--- src/hdl/cbld_pkg.sv ---
`default_nettype none

package cbld_pkg;

    localparam int MAX_BOX_WIDTH  = 64;
    localparam int MAX_BOX_HEIGHT = 64;
    localparam int MAX_WINDOW     = 15;

    localparam int STORE_DEPTH = MAX_BOX_WIDTH * MAX_BOX_HEIGHT;
    localparam int ADDR_W      = $clog2(STORE_DEPTH);
    localparam int AREA_W      = $clog2(STORE_DEPTH + 1);

    localparam int LABEL_W = 17;
    localparam int ID_W    = 16;
    localparam int VALUE_W = 8;
    localparam int COORD_W = 6;
    localparam int BOUND_W = COORD_W + 1;
    localparam int DIM_W   = 7;
    localparam int WIN_W   = 4;
    localparam int RAM_W   = LABEL_W + 1;

    localparam int QUEUE_DEPTH = 4;
    localparam int QPTR_W      = $clog2(QUEUE_DEPTH);
    localparam int QCNT_W      = $clog2(QUEUE_DEPTH + 1);

    typedef enum logic [1:0] {
        CFG_BLOB_ID     = 2'd0,
        CFG_WINDOW_SIZE = 2'd1,
        CFG_BOX_WIDTH   = 2'd2,
        CFG_BOX_HEIGHT  = 2'd3
    } t_cfg_index;

    typedef enum logic {
        OP_LOAD  = 1'b0,
        OP_QUERY = 1'b1
    } t_opcode;

    typedef enum logic [1:0] {
        ST_IDLE,
        ST_CENTER,
        ST_SCAN
    } t_state;

    // effective geometry after clamping
    typedef struct packed {
        logic [ID_W-1:0]   blob_id;
        logic [WIN_W-1:0]  win;
        logic [DIM_W-1:0]  width;
        logic [DIM_W-1:0]  height;
        logic [AREA_W-1:0] area;
    } t_geom;

    // one classified word between front and back
    typedef struct packed {
        t_opcode              op;
        logic                 nz;
        logic [LABEL_W-1:0]   label;
        logic [ADDR_W-1:0]    center;
        logic [ADDR_W-1:0]    base;
        logic [COORD_W-1:0]   r0;
        logic [BOUND_W-1:0]   r1;
        logic [COORD_W-1:0]   c0;
        logic [BOUND_W-1:0]   c1;
    } t_task;

endpackage

`default_nettype wire

--- src/hdl/cbld_front.sv ---
`default_nettype none

module cbld_front (
    input  wire logic                           i_push,
    input  wire logic                           i_full,
    input  wire logic                           i_opcode,
    input  wire logic [cbld_pkg::VALUE_W-1:0]   i_pixel_value,
    input  wire logic [cbld_pkg::LABEL_W-1:0]   i_pixel_label,
    input  wire logic [cbld_pkg::COORD_W-1:0]   i_query_row,
    input  wire logic [cbld_pkg::COORD_W-1:0]   i_query_col,
    input  cbld_pkg::t_geom                     i_geom,
    output logic                                o_enq,
    output cbld_pkg::t_task                     o_task
);

    logic                             in_box;
    logic [cbld_pkg::COORD_W-1:0]     win;
    logic [cbld_pkg::COORD_W-1:0]     r0, c0;
    logic [cbld_pkg::BOUND_W-1:0]     row_plus, col_plus;
    logic [cbld_pkg::BOUND_W-1:0]     r1, c1;
    logic [cbld_pkg::AREA_W:0]        center_full;
    logic [cbld_pkg::AREA_W:0]        base_full;

    always_comb begin
        win    = cbld_pkg::COORD_W'(i_geom.win);
        in_box = (cbld_pkg::DIM_W'(i_query_row) < i_geom.height)
              && (cbld_pkg::DIM_W'(i_query_col) < i_geom.width);

        // window rows r-s .. r+s-1 and columns c-s .. c+s-1, clipped
        r0       = (i_query_row > win) ? i_query_row - win : '0;
        c0       = (i_query_col > win) ? i_query_col - win : '0;
        row_plus = cbld_pkg::BOUND_W'(i_query_row) + cbld_pkg::BOUND_W'(win);
        col_plus = cbld_pkg::BOUND_W'(i_query_col) + cbld_pkg::BOUND_W'(win);
        r1       = (row_plus < cbld_pkg::BOUND_W'(i_geom.height))
                 ? row_plus : cbld_pkg::BOUND_W'(i_geom.height);
        c1       = (col_plus < cbld_pkg::BOUND_W'(i_geom.width))
                 ? col_plus : cbld_pkg::BOUND_W'(i_geom.width);

        center_full = (cbld_pkg::AREA_W+1)'(i_query_row) * (cbld_pkg::AREA_W+1)'(i_geom.width)
                    + (cbld_pkg::AREA_W+1)'(i_query_col);
        base_full   = (cbld_pkg::AREA_W+1)'(r0) * (cbld_pkg::AREA_W+1)'(i_geom.width);

        o_task.op     = cbld_pkg::t_opcode'(i_opcode);
        o_task.nz     = (i_pixel_value != '0);
        o_task.label  = i_pixel_label;
        o_task.center = center_full[cbld_pkg::ADDR_W-1:0];
        o_task.base   = base_full[cbld_pkg::ADDR_W-1:0];
        o_task.r0     = r0;
        o_task.r1     = r1;
        o_task.c0     = c0;
        o_task.c1     = c1;

        // queries outside the box are dropped here
        o_enq = i_push && !i_full
             && ((cbld_pkg::t_opcode'(i_opcode) == cbld_pkg::OP_LOAD) || in_box);
    end

endmodule

`default_nettype wire

--- config.mk ---
export PLATFORM = sky130hd
export DESIGN_NAME = cbld_front
export DESIGN_NICKNAME = d
export VERILOG_FILES = /design/src/hdl/cbld_pkg.sv /design/src/hdl/cbld_front.sv
export SDC_FILE = /design/constraint.sdc
export NUM_CORES = 1
export LEC_CHECK = 0
export BUFFER_PORTS_ARGS = -buffer_cell sky130_fd_sc_hd__clkbuf_2
export CAP_MARGIN = 25
export CORE_MARGIN = 3
export CORE_UTILIZATION = 30
export DETAILED_ROUTE_END_ITERATION = 6
export GPL_TIMING_DRIVEN = 0
export PLACE_DENSITY = 0.62
export SYNTH_ARGS = -nofsm -noshare
export SYNTH_HDL_FRONTEND = slang
export SYNTH_SLANG_ARGS = --single-unit
--- constraint.sdc ---
create_clock -name vclk -period 7.2
set_input_delay 0.36 -clock vclk [all_inputs]
set_output_delay 0.36 -clock vclk [all_outputs]
set_load 0.01 [all_outputs]
==> impl_metrics.csv <==
group,metric,value,unit
yosys,synth.area.top_cells,"ha_1, fa_1, inv_1",
sta,rsz0062_at_grt,"no",
layout,antennaDiodeCount,0,
floorplanning,die_h,125,um
floorplanning,io_pins,157,
floorplanning,dieArea,15600,um^2
status,run_status,"finished, final reports clean",
clock_network,cts_setup_buffers,0,
floorplanning,rows,42,
sta,max_slew.worst_pin.slew,0.636,ns
setup_path,critical_path_buf_inv_count,6,
drt,post-route-drc-count,0,
sta,tns,0,ns
grt,grt_pass1_wl,18300,um
power,p_leak,2.79,nW
drt,num_vias,3727,
min_path,min_path_cells,2,
setup_path,cp_slowest_cell,"mux2i_1",
setup_path,startpoint_type,"input port",
job,drv_cap,0,
layout,seqCellArea,0,um^2
min_path,hold_class,"in -> out",
drt,ant_nets,0,
grt,grt_overflow,0,
setup_path,crit_family,"adder cells",
setup_path,cp_data_arrival_time,5.87,ns
yosys,syn_nets,746,
setup_path,path_cells,"clkbuf_2 -> inv_1 -> ha_1 -> inv_1 -> fa_1 -> a21o_4 -> a21oi_2 -> mux2i_1 -> inv_1 -> nand2_1 -> fa_1 -> fa_1 -> fa_1 -> inv_1 -> ha_1 -> a21o_1 -> a21oi_1 -> nor2_1 -> a211oi_1 -> a21oi_1 -> xnor2_1 -> clkbuf_2",
sta,slew_headroom,57.6,%
placement,dp.final_hpwl,9390,um
layout,drive_above_1_share,24.3,%
floorplanning,initial_core_util,31.4,%
layout,nFlopsAndLatches,0,
setup_path,path_class,"in -> out",
drt,vias_per_cell,4.60,
min_path,min_to,"o_task[59]",
drt,drt-initial-drc-count,92,
power,vdd_drop_max,0.000137,V
sta,min_period,6.23,ns
setup_path,cp-end-kind,"output port",
layout,syn2layout_area_growth,18.3,%
floorplanning,die_x,125,um
min_path,hold_start,"i_pixel_label[9]",
floorplanning,core_area,13500,um^2
yosys,synth_cell_types,51,
sta,setup_ws,0.967,ns
grt,grtUsageTotal,13.6,%
layout,nNetsFinal,859,
sta,finalHoldViolations,0,
clock_network,postCtsHoldBufs,0,
sta,max_freq,0.160,GHz
power,power_density,188,nW/um^2
yosys,syn-cell-area,4240,um^2
setup_path,cp_data_required_time,6.84,ns
sta,finalSetupViolations,0,
grt,grt_max_degree,13,
setup_path,max_stage_delay,0.55,ns
grt,grt_pass1_vias,3823,
yosys,yosysSeqAreaShare,0,%
drt,wl_per_cell,13.1,um
drt,drt-pass1-iter-count,4,
yosys,synth_top_cell_area_share,26.0,%
placement,io_buffers,111,
placement,place_ws,0.976,ns
setup_path,cp_max_fo,7,
layout,clkbuf_count,0,
yosys,synth_top_area_cell,"ha_1",
sta,finalMaxSlewViolations,0,
yosys,syn-instance-count,524,
clock_network,cts_resized,0,
layout,fillers,1451,
grt,antenna_found_initial,0,
drt,wl,10600,um
sta,min_period_over_period,86.6,%
placement,finalWeightedCongestion,0.822,
yosys,yosysWarningCount,0,
yosys,syn_avg_cell_area,8.09,um^2
[cells in the final DEF, fill, tap and decap left out, types with 3 or more instances in the layout]
master	n
a21o_1	9
nor2b_1	6
nand2_1	54
a31oi_1	3
xnor2_1	31
clkbuf_1	14
mux2_2	12
clkbuf_2	112
a21oi_1	22
fa_1	47
buf_4	18
and2_1	27
nor2_1	35
inv_1	83
ha_1	88
nor3_1	5
mux2i_1	4
a211oi_1	4
o21ai_0	12
o21a_1	4
o21bai_1	3
nand2b_1	6
[metal layers]
metal | vias up | global-route usage [%] | share of wire (%)
li1 | 1903 | - | -
met1 | 1730 | 17.9 | 46
met2 | 88 | 25.2 | 49
met3 | 6 | 1.03 | 3.9
met4 | 0 | 1.15 | 0.98
met5 | - | 0 | 0
[area by class of cell]
type | count | area [um^2] | share of cell area, %
buffer | 36 | 214 | 4.27
inverter | 84 | 315 | 6.29
multi-input combinational | 404 | 3710 | 74.0
tap | 176 | 220 | 4.39
timing repair buffer | 111 | 556 | 11.1
[cell usage after synthesis (all sizes together), types with 3 or more instances]
cell / n
ha: 88
a211oi: 5
nand2: 54
mux2: 12
nor3: 7
o21ai: 12
buf: 21
nor2b: 6
o21bai: 3
inv: 84
fa: 47
a31oi: 3
clkbuf: 15
nor2: 35
o21a: 4
a21o: 10
a21oi: 23
xnor2: 31
mux2i: 5
nand2b: 6
and2: 27
[how the worst max path moves through the flow]
stage	start	cells past startpoint	end
4_1_cts	i_query_row[0]	22	o_task[37]
3_5_place_dp	i_query_row[0]	22	o_task[37]
2_1_floorplan	i_query_row[0]	21	o_task[37]
5_1_grt	i_query_row[0]	22	o_task[37]
3_3_place_gp	i_query_row[0]	22	o_task[37]
6_report	i_query_row[0]	22	o_task[37]
[through the flow]
stage / cell area [um^2] / hold WS (ns) / instances / utilization, % / power, mW
3_5_place_dp: 5010 / 0.910 / 811 / 37.1 / 0.954
3_3_place_gp: 5010 / 0.909 / 811 / 37.1 / 0.948
6_report: 5010 / 0.908 / 811 / 37.1 / 0.943
5_1_grt: 5010 / 0.912 / 811 / 37.1 / 1.08
2_1_floorplan: 4240 / 0.797 / 524 / - / 0.673
4_1_cts: 5010 / 0.910 / 811 / 37.1 / 0.962
[kinds of logic after synthesis]
kind of cell | count (synthesis) | synth area share, %
multiplexers | 17 | 4.46
adder cells (fa/ha/maj) | 135 | 48.2
AND/OR/NAND/NOR | 144 | 16.3
buffers and inverters | 120 | 12.5
XOR/XNOR | 33 | 6.82
AO/OA/AOI/OAI | 75 | 11.8
[power by group]
group	leakage [nW]	internal (mW)	switching [mW]
clock	0	0	0
sequential	0	0	0
combinational	2.79	0.428	0.515
total	2.79	0.428	0.515
No activity file was read; power rests on OpenSTA's default activity.
