`src/hdl/cbld_pkg.sv`:
```
`default_nettype none

package cbld_pkg;

    localparam int MAX_BOX_WIDTH  = 64;
    localparam int MAX_BOX_HEIGHT = 64;
    localparam int MAX_WINDOW     = 15;

    localparam int STORE_DEPTH = MAX_BOX_WIDTH * MAX_BOX_HEIGHT;
    localparam int ADDR_W      = $clog2(STORE_DEPTH);
    localparam int AREA_W      = $clog2(STORE_DEPTH + 1);

    localparam int LABEL_W = 17;
    localparam int ID_W    = 16;
    localparam int VALUE_W = 8;
    localparam int COORD_W = 6;
    localparam int BOUND_W = COORD_W + 1;
    localparam int DIM_W   = 7;
    localparam int WIN_W   = 4;
    localparam int RAM_W   = LABEL_W + 1;

    localparam int QUEUE_DEPTH = 4;
    localparam int QPTR_W      = $clog2(QUEUE_DEPTH);
    localparam int QCNT_W      = $clog2(QUEUE_DEPTH + 1);

    typedef enum logic [1:0] {
        CFG_BLOB_ID     = 2'd0,
        CFG_WINDOW_SIZE = 2'd1,
        CFG_BOX_WIDTH   = 2'd2,
        CFG_BOX_HEIGHT  = 2'd3
    } t_cfg_index;

    typedef enum logic {
        OP_LOAD  = 1'b0,
        OP_QUERY = 1'b1
    } t_opcode;

    typedef enum logic [1:0] {
        ST_IDLE,
        ST_CENTER,
        ST_SCAN
    } t_state;

    // effective geometry after clamping
    typedef struct packed {
        logic [ID_W-1:0]   blob_id;
        logic [WIN_W-1:0]  win;
        logic [DIM_W-1:0]  width;
        logic [DIM_W-1:0]  height;
        logic [AREA_W-1:0] area;
    } t_geom;

    // one classified word between front and back
    typedef struct packed {
        t_opcode              op;
        logic                 nz;
        logic [LABEL_W-1:0]   label;
        logic [ADDR_W-1:0]    center;
        logic [ADDR_W-1:0]    base;
        logic [COORD_W-1:0]   r0;
        logic [BOUND_W-1:0]   r1;
        logic [COORD_W-1:0]   c0;
        logic [BOUND_W-1:0]   c1;
    } t_task;

endpackage

`default_nettype wire

```
`src/hdl/cbld_queue.sv`:
```
`default_nettype none

module cbld_queue (
    input  wire logic           i_clk,
    input  wire logic           i_rst_n,
    input  wire logic           i_push,
    input  cbld_pkg::t_task     i_task,
    output logic                o_full,
    input  wire logic           i_pop,
    output logic                o_empty,
    output cbld_pkg::t_task     o_head
);

    cbld_pkg::t_task                  r_mem [cbld_pkg::QUEUE_DEPTH];
    logic [cbld_pkg::QPTR_W-1:0]      r_wptr, n_wptr;
    logic [cbld_pkg::QPTR_W-1:0]      r_rptr, n_rptr;
    logic [cbld_pkg::QCNT_W-1:0]      r_count, n_count;
    logic                             do_push, do_pop;

    assign o_full  = (r_count == cbld_pkg::QCNT_W'(cbld_pkg::QUEUE_DEPTH));
    assign o_empty = (r_count == '0);
    assign o_head  = r_mem[r_rptr];
    assign do_push = i_push && !o_full;
    assign do_pop  = i_pop && !o_empty;

    always_comb begin
        n_wptr  = do_push ? r_wptr + 1'b1 : r_wptr;
        n_rptr  = do_pop ? r_rptr + 1'b1 : r_rptr;
        n_count = r_count;
        if (do_push && !do_pop) begin
            n_count = r_count + 1'b1;
        end else if (do_pop && !do_push) begin
            n_count = r_count - 1'b1;
        end
    end

    always_ff @(posedge i_clk) begin
        if (!i_rst_n) begin
            r_wptr  <= '0;
            r_rptr  <= '0;
            r_count <= '0;
        end else begin
            r_wptr  <= n_wptr;
            r_rptr  <= n_rptr;
            r_count <= n_count;
        end
    end

    always_ff @(posedge i_clk) begin
        if (do_push) begin
            r_mem[r_wptr] <= i_task;
        end
    end

endmodule

`default_nettype wire

```
`config.mk`:
```
export PLATFORM = sky130hd
export DESIGN_NAME = cbld_queue
export DESIGN_NICKNAME = d
export VERILOG_FILES = /design/src/hdl/cbld_pkg.sv /design/src/hdl/cbld_queue.sv
export SDC_FILE = /design/constraint.sdc
export NUM_CORES = 1
export LEC_CHECK = 0
export ABC_AREA = 1
export BUFFER_PORTS_ARGS = -buffer_cell sky130_fd_sc_hd__buf_2
export CAP_MARGIN = 5
export CORE_MARGIN = 2
export CORE_UTILIZATION = 55
export DETAILED_ROUTE_END_ITERATION = 10
export HOLD_SLACK_MARGIN = 0.15
export PLACE_DENSITY = 0.79
export SYNTH_ARGS = -nofsm -noshare
export SYNTH_HDL_FRONTEND = slang
export SYNTH_SLANG_ARGS = --single-unit
```
`constraint.sdc`:
```
create_clock -name i_clk -period 6.29 [get_ports i_clk]
set_input_delay 1.258 -clock i_clk [delete_from_list [all_inputs] [get_ports i_clk]]
set_output_delay 1.258 -clock i_clk [all_outputs]
set_load 0.01 [all_outputs]
```
==> results.py, run 1 <==
metrics = {
    "outcome": {
        "status": "completed",
    },
    "final_layout": {
        "drive_gt1_share_pct": 22.21,
        "final_core_util_pct": 64.53,
        "layout_commonest_cell": "edfxtp_1",
        "multi_input_area_mm2": 0.001918,
        "syn2layout_area_growth_pct": 15.95,
        "layout.nets": 953,
        "regArea_mm2": 0.008473,
        "fillerInstances": 1423,
        "final_cell_mix": "edfxtp_1 (276), nor2_1 (148), buf_2 (143)",
    },
    "place": {
        "place_hpwl_mm": 11.52,
        "port_buffers": 143,
        "gp_congestion": 0.7357,
        "pre_cts_ws_ns": 2.800,
    },
    "floorplan": {
        "ios": 144,
        "die_width_um": 143.6,
        "initial_core_util_pct": 55.66,
        "rows": 51,
        "fp.dieArea_mm2": 0.02063,
        "coreArea_mm2": 0.01927,
        "fp.dieH_um": 143.6,
    },
    "power_and_ir_drop": {
        "power_uw": 5087,
        "p_per_area_mw_per_mm2": 409.1,
        "p_leak_uw": 0.004379,
        "peakVddDrop_uv": 352.9,
    },
    "timing": {
        "rsz0062_at_grt": "false",
        "slew_violations": 0,
        "fmax_ghz": 0.2471,
        "finalSetupViolCount": 0,
        "period_minus_slack_ns": 4.047,
        "relSlewSlack_pct": 22.69,
        "layout_setup_ws_ns": 2.243,
        "clock_skew_ns": 0.009682,
        "hold_viol": 0,
        "fin_crit_sh_pct": 64.33,
        "fin_hold_ws_ns": 0.5202,
        "tns_ns": 0,
        "tightestPinTransition_ns": 1.160,
    },
    "global_route": {
        "globalRouteOverflowTotal": 0,
        "grt_pass1_wl_mm": 32.46,
        "grt_pass1_vias": 6456,
        "grt_max_degree": 121,
        "antenna_found_initial": 3,
        "track_usage_pct": 20.12,
    },
    "drt": {
        "route.detailed.drc": 0,
        "drtPass1Iterations": 7,
        "vias": 6434,
        "wl_per_cell_um": 18.28,
        "avgViaCountPerCell": 5.537,
        "drtAntennaViolNets": 0,
        "drtIter0Drc": 434,
        "drt-total-wl_mm": 21.24,
    },
    "critical_path": {
        "critical_path_class": "reg -> out",
        "path_max_fanout": 70,
        "start_kind": "register",
        "ff2ff_path_depth": 5,
        "required_ns": 5.03,
        "critPathArrivalTime_ns": 2.79,
        "worstSetupEndpointType": "primary output",
    },
    "run": {
        "cap_violations": 0,
    },
    "min_path": {
        "min_path_cells": 2,
        "hp-class": "reg -> reg",
    },
    "cts": {
        "cts_root_buf": "clkbuf_16",
        "post_cts_resized": 0,
        "cts.sinks": 285,
        "cts_setup_buffers": 0,
        "ctsHtreeMaxLevel": 1,
        "cts-buffers-inserted": 28,
        "cts_hold_buf": 0,
        "clkSlewWorstSetupHoldPaths_ns": 0.06,
        "cts_tree": "yes",
        "worstSkewPairLatency_ns": 0.53,
        "cts_buffer_depth": 3,
    },
    "synth": {
        "syn_inst": 737,
        "syn_area_per_cell_um2": 14.55,
        "yosys_register_bits": 285,
        "seq_area_frac_synth_pct": 78.95,
        "synthesis.area_mm2": 0.01073,
        "syn_nets": 816,
        "yosysWarnings": 0,
        "post_synth_num_cell_types": 22,
    },
}
state kept, by name, indices dropped and copies added (netlist names), named ones only:
signal,cells
r_count,3
r_mem,276
r_wptr,2
r_rptr,2
per-stage QoR:
stage	instance area, um2	cells
finish	12440	1162
global route	12430	1161
CTS	12430	1161
detailed placement	11570	1109
global placement	11570	1109
floorplan	10730	737
path summary, 6_finish.rpt:
path	from	end	slack, ns
worst min-delay path	r_rptr[0]	register	0.52
worst min register to register	r_rptr[0]	register	0.52
worst max-delay path	register	o_head[0]	2.24
worst max register to register	r_count[0]	r_mem[2][46]	3.64
synth_stat cells:
cell | number | area, um2
nand3_1 | 4 | 20.02
o21ai_0 | 87 | 435.4
inv_1 | 16 | 60.06
edfxtp_1 | 276 | 8288
buf_8 | 1 | 15.01
o21ai_1 | 52 | 260.3
fa_1 | 1 | 20.02
clkbuf_2 | 3 | 15.01
buf_4 | 7 | 52.55
buf_2 | 8 | 40.04
clkbuf_1 | 14 | 52.55
inv_4 | 1 | 6.260
nor2_1 | 152 | 570.6
nand3b_1 | 1 | 7.510
buf_6 | 11 | 123.9
a21oi_1 | 3 | 15.01
o22ai_1 | 69 | 431.7
dfxtp_1 | 9 | 180.2
xor2_1 | 1 | 8.760
inv_2 | 1 | 3.750
ha_1 | 5 | 62.56
nand2_1 | 15 | 56.30
cell type report:
cell class	instances	share of cell area, %
sequential	285	68.14
multi-input combinational	390	15.42
timing repair buffer	151	6.238
clock buffer	39	6.218
tap	265	2.666
clock inverter	13	0.7345
inverter	18	0.5634
antenna	1	0.02012
cell families (layout without fill, tap and decap cells):
logic type,count (synthesis),count (layout),share of synthesized area [%]
DFF,285,285,78.95
buffers and inverters,62,221,3.441
AOI/OAI and AO/OA,211,211,10.65
and+or+nand+nor,172,172,6.101
other,0,1,0
xor gates and xnor gates,1,1,0.08168
adders and majority gates,6,6,0.7700
layer usage:
metal,GRT usage [%],vias to the layer above,wire length (um)
li1,-,3036,-
met1,26.13,3151,8785
met2,33.46,203,10370
met3,5.531,40,1668
met4,6.089,4,388
met5,0,-,24
power by group:
part / switching (uW) / leakage (uW) / internal, uW
clock network: 654 / 0.000422 / 897
logic: 787 / 0.00135 / 375
registers: 62.0 / 0.00260 / 2310
total: 1500 / 0.00438 / 3580
critical path, stage by stage (launching register included):
cell and delay, ns:
dfxtp_2 0.31, buf_4 0.34, inv_2 0.48, buf_4 0.51, o21ai_0 0.19, o22ai_1 0.21, buf_2 0.17
(Power assumes the default switching activity.)
==> inputs of run 2 (changes only) <==
==> constraint.sdc (replaced) <==
create_clock -name i_clk -period 3.8 [get_ports i_clk]
set_input_delay 0.76 -clock i_clk [delete_from_list [all_inputs] [get_ports i_clk]]
set_output_delay 0.76 -clock i_clk [all_outputs]
set_load 0.01 [all_outputs]
==> run 2 against run 1 <==
Routed wire length down 2.1%. Combinational power up 66%. Sequential share of layout area down 0.14 points. Critical endpoint is now o_head[31].
==> results.py, run 2 (synthesis gave the netlist of run 1 again) <==
metrics = {
    "drt": {
        "drt-total-wl_mm": 20.80,
        "drtAntennaViolNets": 0,
        "avgViaCountPerCell": 5.492,
        "wl_per_cell_um": 17.86,
        "drtIter0Drc": 437,
        "vias": 6398,
        "drtPass1Iterations": 5,
        "route.detailed.drc": 0,
    },
    "cts": {
        "cts_tree": "yes",
        "worstSkewPairLatency_ns": 0.51,
        "cts_root_buf": "clkbuf_16",
        "post_cts_resized": 0,
        "cts_hold_buf": 0,
        "cts.sinks": 285,
        "cts_buffer_depth": 3,
        "clkSlewWorstSetupHoldPaths_ns": 0.06,
        "ctsHtreeMaxLevel": 1,
        "cts_setup_buffers": 0,
        "cts-buffers-inserted": 27,
    },
    "power_and_ir_drop": {
        "peakVddDrop_uv": 470.9,
        "p_leak_uw": 0.004395,
        "p_per_area_mw_per_mm2": 668.0,
        "swShare_pct": 29.38,
        "switchingPower_uw": 2445,
        "clkPwrFrac_pct": 29.6,
        "combPwrFrac_pct": 23.2,
        "p_int_uw": 5879,
        "pwr-share-seq_pct": 47.3,
    },
    "critical_path": {
        "critical_path_class": "reg -> out",
        "path_max_fanout": 61,
        "crit_chain": "inv_4 > buf_4 > nor2_1 > o22ai_1 > buf_2",
        "critPathArrivalTime_ns": 2.33,
        "worstSetupEndpointType": "primary output",
        "required_ns": 3.04,
        "path_buf_inv": 3,
        "critPathTopFamily": "buffers and inverters",
        "max_stage_delay_ns": 0.52,
        "start_kind": "register",
        "cpMaxStageDelayCell": "inv_4",
    },
    "global_route": {
        "grt_max_degree": 70,
        "antenna_found_initial": 2,
        "globalRouteOverflowTotal": 0,
        "grt_pass1_wl_mm": 31.51,
        "grt_pass1_vias": 6164,
        "track_usage_pct": 19.78,
    },
    "floorplan": {
        "coreArea_mm2": 0.01927,
        "fp.dieArea_mm2": 0.02063,
        "fp.dieH_um": 143.6,
        "rows": 51,
        "ios": 144,
        "die_width_um": 143.6,
        "initial_core_util_pct": 55.66,
    },
    "timing": {
        "fmax_ghz": 0.3234,
        "clock_skew_ns": 0.005381,
        "hold_viol": 0,
        "rsz0062_at_grt": "false",
        "finalSetupViolCount": 0,
        "relSlewSlack_pct": 47.88,
        "fin_crit_sh_pct": 81.37,
        "slew_violations": 0,
        "period_minus_slack_ns": 3.092,
        "tightestPinTransition_ns": 0.7806,
    },
    "final_layout": {
        "drive_gt1_share_pct": 22.58,
        "layout_commonest_cell": "edfxtp_1",
        "final_cell_mix": "edfxtp_1 (276), nor2_1 (148), buf_2 (143)",
        "fin_cells": 1165,
        "final_core_util_pct": 64.66,
        "syn2layout_area_growth_pct": 16.18,
        "largest_reg_flops": 276,
        "regMostFlops": "r_mem",
        "top_regs": "r_mem: 276 flops, r_count: 3 flops",
        "layout.nets": 958,
    },
    "run": {
        "cap_violations": 0,
    },
    "place": {
        "place_inst": 1115,
        "gp_congestion": 0.7695,
        "place_hpwl_mm": 11.75,
        "port_buffers": 143,
    },
    "min_path": {
        "hp-class": "in -> reg",
    },
    "outcome": {
        "status": "completed",
    },
}
run 2: power groups by stage:
stage	combinational, uW	clock, uW	sequential (uW)
2_1_floorplan	1300	0	3980
3_3_place_gp	1900	0	3990
3_5_place_dp	1950	0	4000
4_1_cts	1950	2510	3940
5_1_grt	2140	2640	3960
6_report	1930	2460	3940
run 2: cell type report:
| type | count | area (um2) |
|---|---|---|
| flip-flops and latches | 285 | 8473 |
| clock inverters | 13 | 90.09 |
| clock buffers | 36 | 729.5 |
| multi-input cells | 390 | 1918 |
| repair buffers | 157 | 845.8 |
| fillers | 1400 | 6810 |
| well taps | 265 | 331.6 |
| inverters | 18 | 70.07 |
| diodes | 1 | 2.502 |
run 2: per-stage QoR:
stage | TNS [ns] | instance area [um2] | hold WS (ns) | setup slack (ns) | power, uW
after floorplan | -124.13 | 10730 | 0.4648 | -0.4498 | 5278
after global placement | 0 | 11640 | 0.4839 | 1.264 | 5893
after detailed placement | 0 | 11640 | 0.4971 | 1.225 | 5948
after CTS | 0 | 12460 | 0.4373 | 0.6777 | 8402
after global routing | 0 | 12460 | 0.4350 | 0.5750 | 8739
final | 0 | 12460 | 0.4572 | 0.7079 | 8324
run 2: layer usage:
metal  track usage, %  wire [um]  up-vias
met5                0         13        -
met1            26.62       8850     3120
met2            33.48      10170      203
met4            5.263        384        2
li1                 -          -     3040
met3            3.799       1380       33
run 2: path summary, 6_finish.rpt:
check,startpoint,end,slack (ns),cells past startpoint
hold / removal,i_task[67],r_mem[0][67],0.46,1
hold reg to reg,r_rptr[0],register,0.51,2
setup / recovery,register,o_head[31],0.71,5
setup reg to reg,r_count[1],r_count[1],1.59,9
==> inputs of run 3 (changes only) <==
--- a/config.mk
+++ b/config.mk
@@ -9,10 +9,10 @@
 export BUFFER_PORTS_ARGS = -buffer_cell sky130_fd_sc_hd__buf_2
 export CAP_MARGIN = 5
 export CORE_MARGIN = 2
-export CORE_UTILIZATION = 55
+export CORE_UTILIZATION = 51
 export DETAILED_ROUTE_END_ITERATION = 10
 export HOLD_SLACK_MARGIN = 0.15
-export PLACE_DENSITY = 0.79
+export PLACE_DENSITY = 0.77
 export SYNTH_ARGS = -nofsm -noshare
 export SYNTH_HDL_FRONTEND = slang
 export SYNTH_SLANG_ARGS = --single-unit
==> constraint.sdc (replaced) <==
create_clock -name i_clk -period 2.6 [get_ports i_clk]
set_input_delay 0.52 -clock i_clk [delete_from_list [all_inputs] [get_ports i_clk]]
set_output_delay 0.52 -clock i_clk [all_outputs]
set_load 0.01 [all_outputs]
==> run 3 against run 2 <==
Via count up 1.8%. Hold slack worse by 0.25 ns. Cell count up 1.5%. Critical endpoint is now o_head[40]. Worst setup slack worse by 0.59 ns. Global-route usage down 0.57 points. Largest cell class unchanged.
==> results.py, run 3 (synthesis gave the netlist of run 1 again) <==
metrics = {
    "min_path": {
        "hp-class": "in -> reg",
        "min_from": "i_task[9]",
        "min_to": "r_mem[2][9]",
        "min_path_cells": 1,
    },
    "floorplan": {
        "rows": 53,
        "initial_core_util_pct": 51.51,
        "die_width_um": 149.0,
        "fp.dieArea_mm2": 0.02221,
        "coreArea_mm2": 0.02082,
        "ios": 144,
        "fp.dieH_um": 149.0,
    },
    "power_and_ir_drop": {
        "switchingPower_uw": 3715,
        "peakVddDrop_uv": 568.4,
        "p_per_area_mw_per_mm2": 992.9,
        "power_uw": 12540,
        "clkPwrFrac_pct": 30.6,
        "p_int_uw": 8827,
        "pwr-share-seq_pct": 45.8,
        "p_leak_uw": 0.004469,
        "combPwrFrac_pct": 23.6,
        "swShare_pct": 29.62,
    },
    "global_route": {
        "grt_pass1_vias": 6449,
        "grt_max_degree": 79,
        "track_usage_pct": 19.21,
        "globalRouteOverflowTotal": 0,
        "grt_pass1_wl_mm": 33.06,
        "antenna_found_initial": 2,
    },
    "final_layout": {
        "top_regs": "r_mem: 276 flops, r_count: 3 flops",
        "layout.nets": 965,
        "final_core_util_pct": 60.67,
        "regMostFlops": "r_mem",
        "fillerInstances": 1558,
        "largest_reg_flops": 276,
        "layout_commonest_cell": "edfxtp_1",
        "fin_cells": 1183,
        "syn2layout_area_growth_pct": 17.78,
        "drive_gt1_share_pct": 23.18,
        "final_cell_mix": "edfxtp_1 (276), nor2_1 (148), buf_2 (143)",
    },
    "run": {
        "cap_violations": 0,
    },
    "drt": {
        "route.detailed.drc": 0,
        "drtAntennaViolNets": 0,
        "vias": 6516,
        "wl_per_cell_um": 18.41,
        "drtPass1Iterations": 5,
        "drtIter0Drc": 392,
        "drt-total-wl_mm": 21.78,
        "avgViaCountPerCell": 5.508,
    },
    "timing": {
        "relSlewSlack_pct": 58.91,
        "period_minus_slack_ns": 2.481,
        "hold_viol": 0,
        "finalSetupViolCount": 0,
        "rsz0062_at_grt": "false",
        "fin_crit_sh_pct": 95.42,
        "clock_skew_ns": 0.009342,
        "fmax_ghz": 0.4031,
        "slew_violations": 0,
        "fin_hold_ws_ns": 0.2077,
        "tightestPinTransition_ns": 0.6164,
        "tns_ns": 0,
    },
    "cts": {
        "ctsHtreeMaxLevel": 1,
        "cts_root_buf": "clkbuf_16",
        "cts_buffer_depth": 3,
        "cts_tree": "yes",
        "cts.sinks": 285,
        "worstSkewPairLatency_ns": 0.52,
        "cts-buffers-inserted": 29,
        "clkSlewWorstSetupHoldPaths_ns": 0.06,
    },
    "critical_path": {
        "timing.rr.start": "r_count[1]",
        "r2r_slack_ns": 0.45,
        "cpMaxStageDelayCell": "dfxtp_4",
        "worstSetupEndpointType": "primary output",
        "ff2ff_path_depth": 9,
        "critical_path_class": "reg -> out",
        "r2r_end": "r_count[1]",
        "required_ns": 2.08,
        "crit_chain": "buf_16 > o21ai_0 > o22ai_1 > buf_2",
        "max_stage_delay_ns": 0.50,
        "start_kind": "register",
        "path_max_fanout": 78,
        "critPathArrivalTime_ns": 1.96,
    },
    "place": {
        "place_hpwl_mm": 12.09,
        "place_inst": 1129,
        "gp_congestion": 0.7521,
        "port_buffers": 143,
    },
    "outcome": {
        "status": "completed",
    },
}
[run 3: worst max-delay path, delay by kind of cell (launching register included)]
family	cells	cell delay (ns)
flip-flops	1	0.50
buffers and inverters	2	0.51
AO/OA/AOI/OAI	2	0.40
[run 3: area by class of cell]
cell class	instances	area (um2)	area share, %
inverters	18	70.07	0.5547
clock inverters	19	148.9	1.179
diodes	2	5.005	0.03962
clock buffers	32	737.0	5.834
well taps	275	344.1	2.724
multi-input cells	390	1918	15.18
repair buffers	162	935.9	7.409
flip-flops and latches	285	8473	67.08
[run 3: metrics by stage]
step	worst slack [ns]	cell area (um2)
3_3_place_gp	0.4840	11720
2_1_floorplan	-0.3267	10740
5_1_grt	0.01159	12630
4_1_cts	0.02016	12600
3_5_place_dp	0.4445	11720
6_report	0.1191	12630
[run 3: how the worst max path moves through the flow]
stage,to,slack (ns),depth (start not counted)
after floorplan,r_mem[0][0],-0.33,4
after global placement,r_count[2],0.48,12
after detailed placement,r_count[1],0.44,8
after CTS,o_head[40],0.02,4
after global routing,o_head[40],0.01,4
final,o_head[40],0.12,4
[run 3: power groups by stage]
| stage | clock network, uW | registers, uW | logic [uW] |
|---|---|---|---|
| after global routing | 4090 | 5780 | 3270 |
| after floorplan | 0 | 5800 | 1900 |
| after detailed placement | 0 | 5850 | 2930 |
| after global placement | 0 | 5830 | 2880 |
| final | 3830 | 5740 | 2970 |
| after CTS | 3900 | 5750 | 2950 |
[run 3: repair_timing]
action	4_1_cts	5_1_grt
gates resized for setup	0	2
buffers inserted	0	1
setup endpoints to repair	0	21
hold buffers	0	0
[run 3: metal layers]
| metal | up-vias | wire, um | GRT usage, % |
|---|---|---|---|
| met5 | - | 16 | 0 |
| met1 | 3193 | 9230 | 25.21 |
| met3 | 32 | 1681 | 4.404 |
| li1 | 3066 | - | - |
| met2 | 223 | 10470 | 32.12 |
| met4 | 2 | 379 | 6.143 |
